--- src/rtl/udr_pkg.sv ---
// Shared types, codes and helpers for the diagnostic responder.
// Used by udr_queue, udr_engine and uds_diagnostic_responder.
package udr_pkg;

  localparam int NUM_DIDS_DEF      = 16;
  localparam int MAX_DID_BYTES_DEF = 32;

  // input beat commands
  localparam logic [1:0] CMD_REQ   = 2'd0;
  localparam logic [1:0] CMD_LOAD  = 2'd1;
  localparam logic [1:0] CMD_FAULT = 2'd2;

  // injected fault codes
  localparam logic [2:0] FLT_NONE    = 3'd0;
  localparam logic [2:0] FLT_EMPTY   = 3'd1;
  localparam logic [2:0] FLT_NEG     = 3'd2;
  localparam logic [2:0] FLT_REJECT  = 3'd3;
  localparam logic [2:0] FLT_CORRUPT = 3'd4;

  // service ids
  localparam logic [7:0] SID_SESSION  = 8'h10;
  localparam logic [7:0] SID_RESET    = 8'h11;
  localparam logic [7:0] SID_TESTER   = 8'h3E;
  localparam logic [7:0] SID_READ_DID = 8'h22;
  localparam logic [7:0] SID_WRITE_DID = 8'h2E;
  localparam logic [7:0] SID_ROUTINE  = 8'h31;
  localparam logic [7:0] SID_CLEAR    = 8'h14;
  localparam logic [7:0] SID_READ_DTC = 8'h19;

  // response bytes
  localparam logic [7:0] RSP_NEG        = 8'h7F;
  localparam logic [7:0] POS_OFFSET     = 8'h40;
  localparam logic [7:0] NRC_FORMAT     = 8'h13;
  localparam logic [7:0] NRC_CONDITIONS = 8'h22;
  localparam logic [7:0] NRC_RANGE      = 8'h31;
  localparam logic [7:0] NRC_PROG_FAIL  = 8'h72;
  localparam logic [7:0] CORRUPT_BYTE   = 8'hEE;
  localparam logic [7:0] DTC_MASK_ALL   = 8'hFF;
  localparam logic [7:0] SESSION_DEFAULT = 8'h01;

  typedef struct packed {
    logic [1:0]  command;
    logic [7:0]  data_byte;
    logic        last_byte;
    logic [15:0] did_id;
    logic [4:0]  byte_index;
    logic [5:0]  value_length;
    logic [2:0]  fault_code;
  } udr_item_t;

  typedef struct packed {
    logic [7:0]  reply_byte;
    logic        reply_last;
    logic [7:0]  current_session;
    logic [31:0] requests_seen;
    logic        table_full;
  } udr_reply_t;

  typedef enum logic [3:0] {
    ST_IDLE, ST_SERVE, ST_SCAN_RD, ST_SCAN_CMP, ST_ACT, ST_LEN_RD, ST_LEN_Q,
    ST_CP_RD, ST_CP_WR, ST_EMIT, ST_MEM_RD, ST_MEM_OUT
  } udr_state_t;

  typedef enum logic [1:0] {CTX_LOAD, CTX_READ, CTX_WRITE} udr_ctx_t;

  // three response bytes, first byte lowest
  function automatic logic [31:0] pack3(logic [7:0] a, logic [7:0] b, logic [7:0] c);
    return {8'h00, c, b, a};
  endfunction

endpackage

--- src/rtl/udr_queue.sv ---
// Two-entry queue of input beats between front and back of the responder.
// Depends on udr_pkg.
module udr_queue (
  input  logic               clk,
  input  logic               rst,
  input  logic               in_valid,
  output logic               in_ready,
  input  udr_pkg::udr_item_t in_item,
  output logic               out_valid,
  input  logic               out_ready,
  output udr_pkg::udr_item_t out_item
);

  udr_pkg::udr_item_t slots [2];
  logic       wr_ptr;
  logic       rd_ptr;
  logic [1:0] count;
  logic       push;
  logic       pop;

  assign in_ready  = (count != 2'd2);
  assign out_valid = (count != 2'd0);
  assign out_item  = slots[rd_ptr];
  assign push      = in_valid && in_ready;
  assign pop       = out_valid && out_ready;

  always_ff @(posedge clk) begin
    if (push) begin
      slots[wr_ptr] <= in_item;
    end
    if (rst) begin
      wr_ptr <= 1'b0;
      rd_ptr <= 1'b0;
      count  <= 2'd0;
    end else begin
      if (push) wr_ptr <= ~wr_ptr;
      if (pop) rd_ptr <= ~rd_ptr;
      count <= count + 2'(push) - 2'(pop);
    end
  end

  a_count_bound: assert property (@(posedge clk) disable iff (rst) count <= 2'd2)
    else $error("queue count overflow");

endmodule

--- config.mk ---
export PLATFORM = sky130hd
export DESIGN_NAME = udr_queue
export DESIGN_NICKNAME = d
export VERILOG_FILES = /design/src/rtl/udr_pkg.sv /design/src/rtl/udr_queue.sv
export SDC_FILE = /design/constraint.sdc
export NUM_CORES = 1
export LEC_CHECK = 0
export ABC_AREA = 1
export BUFFER_PORTS_ARGS = -buffer_cell sky130_fd_sc_hd__buf_2
export CORE_MARGIN = 2
export CORE_UTILIZATION = 54
export CTS_CLUSTER_SIZE = 8
export DETAILED_ROUTE_END_ITERATION = 8
export PLACE_DENSITY = 0.9
export SKIP_LAST_GASP = 1
export SYNTH_ARGS = -nofsm -noshare
export SYNTH_HDL_FRONTEND = slang
export SYNTH_SLANG_ARGS = --single-unit
--- constraint.sdc ---
create_clock -name clk -period 4.6 [get_ports clk]
set_input_delay 0.23 -clock clk [delete_from_list [all_inputs] [get_ports clk]]
set_output_delay 0.23 -clock clk [all_outputs]
set_load 0.005 [all_outputs]
Word level (Yosys, flattened, before mapping):

Memories as Yosys holds them, arrays and structs flattened. A register that Yosys moved wholly into a read port is not among the register bits.
Cells that the tools add are included.

* muxes and demuxes: 4
* eq/ne operators: 1
* add/sub/neg operators: 2
* bitwise operators: 2
* reduce and logical (&&, ||, !) cells: 3

Operators by type and width (count)
* 1-bit two-way mux: 4
* 2-bit by 1-bit adder with 2-bit output: 1
* 1-bit logical AND: 2
* 2-bit inequality test (second input constant): 1
* 1-bit inverter: 2
* 2-bit nonzero test: 1
* 2-bit by 1-bit subtractor with 2-bit output: 1

* flip-flop bits (word level): 4
* memories kept: 1
* bits in writable memories: 82

Memory list
* slots: words 2, width 41, read ports 1, clocked after Yosys merged registers in 1, write ports 1, RTL line udr_queue.sv:14 `udr_pkg::udr_item_t slots [2];`

Longest topological paths before layout:

* depth in word-level cells: 4
* mapped depth: 11

Worst setup path after synthesis:

Ideal clock, no wire load.

* kind: flip-flop to flip-flop
* start point: register count[0]
* end point: memory slots[0][0] in the netlist's numbering, enable pin
* path buffers: 0
* data required time: 4.161 ns
* setup slack: 1.852 ns
* cell stages (with the launch flop): 5
* arrival time: 2.309 ns
* library setup time: 0.439 ns
* cell sequence: dfxtp_1 -> inv_1 -> nand2_1 -> nand2_1 -> nor2_1

* longest elaborated chain between the ends: 4

Ends and longest elaborated chain
* start: declaration: RTL line udr_queue.sv:17 `logic [1:0] count;`
* start signal: assignment: RTL line udr_queue.sv:38 `count <= count + 2'(push) - 2'(pop);`
* 2-bit inequality test: RTL line udr_queue.sv:21 `assign in_ready = (count != 2'd2);`
* via in_ready: RTL line udr_queue.sv:7 `output logic in_ready,`
* 1-bit logical AND: RTL line udr_queue.sv:24 `assign push = in_valid && in_ready;`
* 1-bit two-way mux: RTL line udr_queue.sv:28 `if (push) begin`
* 1-bit two-way mux (implied by the code): RTL line udr_queue.sv:29 `slots[wr_ptr] <= in_item;`
* end: declaration: RTL line udr_queue.sv:14

The timed path passes the listed nets, and every way through them passes these cells.

==> key figures <==
Status
  – Result of the run: finished clean

STA
  – Fin crit share: 48.9%
  – Worst slew slack as a fraction of its limit: 23.9%
  – Number of hold violations in the final report: 0
  – Setup Viol. Count Final: 0
  – Setup repair after global routing missed its margin: false
  – Worst Hold Slack: 0.0793 ns
  – Setup Total Neg Slack: 0 ns
  – Final critical-path required period: 2.25 ns
  – Setup Skew: 0.00485 ns
  – Max Fclk: 0.445 GHz
  – Post-layout worst setup margin: 2.35 ns
  – Max Transition Viols Final: 0
  – Worst Max-Slew Pin Slew: 1.14 ns

Cells and area
  – Leading cell types in the layout, fill and taps excluded: sky130_fd_sc_hd__buf_2, sky130_fd_sc_hd__edfxtp_1, sky130_fd_sc_hd__mux2_4
  – Filler cell count: 419
  – Share of cells above drive strength 1: 54.9%
  – Layout overhead on the synthesized area: 17.9%
  – Nets@finish: 306
  – Leading cell type in the layout, fill and taps excluded: sky130_fd_sc_hd__buf_2
  – Ant. Diodes: 0

Pwr
  – Lkg Pwr: 1.63 nW
  – Switching Fraction: 25.9%
  – Proportion of power drawn by combinational gates: 25.7%
  – Proportion of power drawn by the clock network: 21.1%
  – Cell internal pwr: 1.48 mW
  – Sequential share of power: 53.2%
  – Switching power: 517 uW
  – Peak VDD IR: 0.264 mV
  – Total power per unit cell area: 497 mW/mm^2

Worst setup path
  – Data required time at the worst endpoint: 4.37 ns
  – Crit Reg-Reg Startpoint: count[0]
  – Type of the worst setup path: register to output port
  – Crit path max fanout: 25
  – Total buffers and inverters traversed by the critical path: 2
  – Family with the most delay on the worst path: flip-flops
  – Maximum cell stage delay along the critical path: 0.67 ns
  – Reg-to-reg setup timing slack: 2.63 ns
  – Crit path DAT: 2.02 ns
  – Crit. End Element: output port
  – Series of cell instances along the critical path: buf_4 -> mux2_4 -> buf_2
  – CP max stage cell: sky130_fd_sc_hd__dfxtp_2
  – Startpoint types: register

Clock tree
  – Number of cells upsized or downsized after cts: 0
  – TritonCTS buffer count: 9
  – Clock latency at the later pin of the worst-skew pair: 0.33 ns
  – Worst-path clk slew: 0.08 ns
  – Post-CTS repair timing setup buffer count: 0
  – Longest Clk Path Bufs: 2
  – Clock sink count: 87
  – Number of buffers inserted by hold repair at cts: 0
  – Library cell used as clock root buffer: sky130_fd_sc_hd__clkbuf_8
  – Number of H-tree branching levels: 3
  – Clock tree from TritonCTS: yes

Synthesis
  – Synth Cell Area: 0.00341 mm^2
  – Synthesis warning total: 0
  – Top post-synthesis cells by area: sky130_fd_sc_hd__edfxtp_1, sky130_fd_sc_hd__mux2_4, sky130_fd_sc_hd__dfxtp_1, sky130_fd_sc_hd__buf_12, sky130_fd_sc_hd__nor2_1
  – Share of synthesized area occupied by flip-flops and latches: 75.2%
  – Post-synthesis cell type with the largest combined area: sky130_fd_sc_hd__edfxtp_1
  – Synthesis-stage register bit count: 87
  – Number of standard cells after synthesis: 165
  – Syn nets: 212
  – Yosys cell types: 12
  – Syn Area/Cell: 20.7 um^2
  – Top-area cell type share of the netlist area: 72.2%

Routing
  – Initial DRC count: 89
  – Post-route antenna net violation count: 0
  – DRC violation count after routing: 0
  – Final routed wirelength across all metal layers: 5.11 mm
  – Via count: 1718
  – DR pass1 iterations: 4
  – Detail-routed net length per standard cell: 15.1 um
  – Via/cell ratio: 5.07

Global routing
  – Largest net degree at the start of global routing: 42
  – GR Overflow Total: 0
  – First-pass GRT wire length: 7.86 mm
  – Initial antenna violation count: 0
  – Vias in the first global route: 1697
  – Total routing resource utilization after global routing: 15.0%

Floorplan
  – Site Rows: 28
  – Starting density of the core: 56.6%
  – Die Width: 83.5 um
  – Total core area: 0.00603 mm^2
  – Die Outline Area: 0.00697 mm^2
  – Height of the die: 83.5 um
  – I/O pins: 88

Hold path
  – Hold_sp: in_item[37]
  – Type of the most critical hold path: primary input to register

Place
  – Weighted congestion reported at the end of routability-driven placement: 0.641
  – Post-place setup slack: 2.62 ns
  – Estimated wirelength of the detail-placed design: 3.43 mm
  – Number of buffers inserted by port buffering: 87

Job
  – Number of max-cap violations: 0
==> stage by stage <==
step / utilization, % / cell area [um^2] / std cells / total power, mW
2_1_floorplan: - / 3410 / 165 / 1.45
4_1_cts: 66.7 / 4020 / 339 / 2.02
5_1_grt: 66.7 / 4020 / 339 / 2.10
3_5_place_dp: 64.1 / 3860 / 323 / 1.60
6_report: 66.7 / 4020 / 339 / 2.00
3_3_place_gp: 64.1 / 3860 / 323 / 1.58
==> power groups by stage <==
| stage | combinational [mW] | clock (mW) | sequential (mW) |
|---|---|---|---|
| final | 0.514 | 0.420 | 1.06 |
| after global routing | 0.558 | 0.464 | 1.07 |
| after CTS | 0.522 | 0.433 | 1.06 |
| after detailed placement | 0.519 | 0 | 1.08 |
| after global placement | 0.507 | 0 | 1.07 |
| after floorplan | 0.402 | 0 | 1.05 |
==> state kept, by name (all words and copies together), names as in the netlist, named ones only <==
register and count:
count 2, rd_ptr 1, slots 82, wr_ptr 1
==> path summary, 6_finish.rpt <==
| path | to | cells after the start |
|---|---|---|
| max | out_item[9] | 3 |
| min | slots[1][37] | 1 |
| max reg2reg | slots[0][3] | 4 |
| min reg2reg | rd_ptr | 2 |
==> worst reg2reg max path: cells and delay by family (launching register included) <==
kind / cells / cell delay [ns]
DFF: 1 / 0.36
and+or+nand+nor: 3 / 1.13
buffers and inverters: 1 / 0.07
==> routing by layer <==
metal,part of all wire [%],vias to the layer above,track usage (%)
met5,0,-,0
met4,1.8,0,7.62
met3,7.7,10,4.35
met2,52,71,26.3
met1,38,822,16.8
li1,-,815,-
==> area by class of cell <==
| type | instances | area (um^2) | area share, % |
|---|---|---|---|
| clock inverter | 6 | 27.5 | 0.685 |
| sequential | 87 | 2560 | 63.8 |
| clock buffer | 10 | 128 | 3.18 |
| timing repair buffer | 88 | 443 | 11.0 |
| inverter | 8 | 30.0 | 0.747 |
| tap | 75 | 93.8 | 2.33 |
| multi-input combinational | 65 | 733 | 18.2 |
==> cell usage after synthesis <==
master	instances
sky130_fd_sc_hd__inv_1	8
sky130_fd_sc_hd__a21oi_1	2
sky130_fd_sc_hd__ha_1	2
sky130_fd_sc_hd__nor2_1	9
sky130_fd_sc_hd__mux2_4	40
sky130_fd_sc_hd__edfxtp_1	82
sky130_fd_sc_hd__mux2_2	1
sky130_fd_sc_hd__nand2_1	8
sky130_fd_sc_hd__buf_12	4
sky130_fd_sc_hd__nand3_1	3
sky130_fd_sc_hd__dfxtp_1	5
sky130_fd_sc_hd__buf_6	1
==> cells by family (layout without fill, tap and decap cells) <==
| family | after synthesis | in the layout | synth area share [%] |
|---|---|---|---|
| buf+inv | 13 | 112 | 3.56 |
| fa+ha+maj | 2 | 2 | 0.734 |
| mux | 41 | 41 | 17.9 |
| compound gates | 2 | 2 | 0.294 |
| flops | 87 | 87 | 75.2 |
| simple gates | 20 | 20 | 2.31 |
Note: power is estimated with default switching activity, not from simulation.
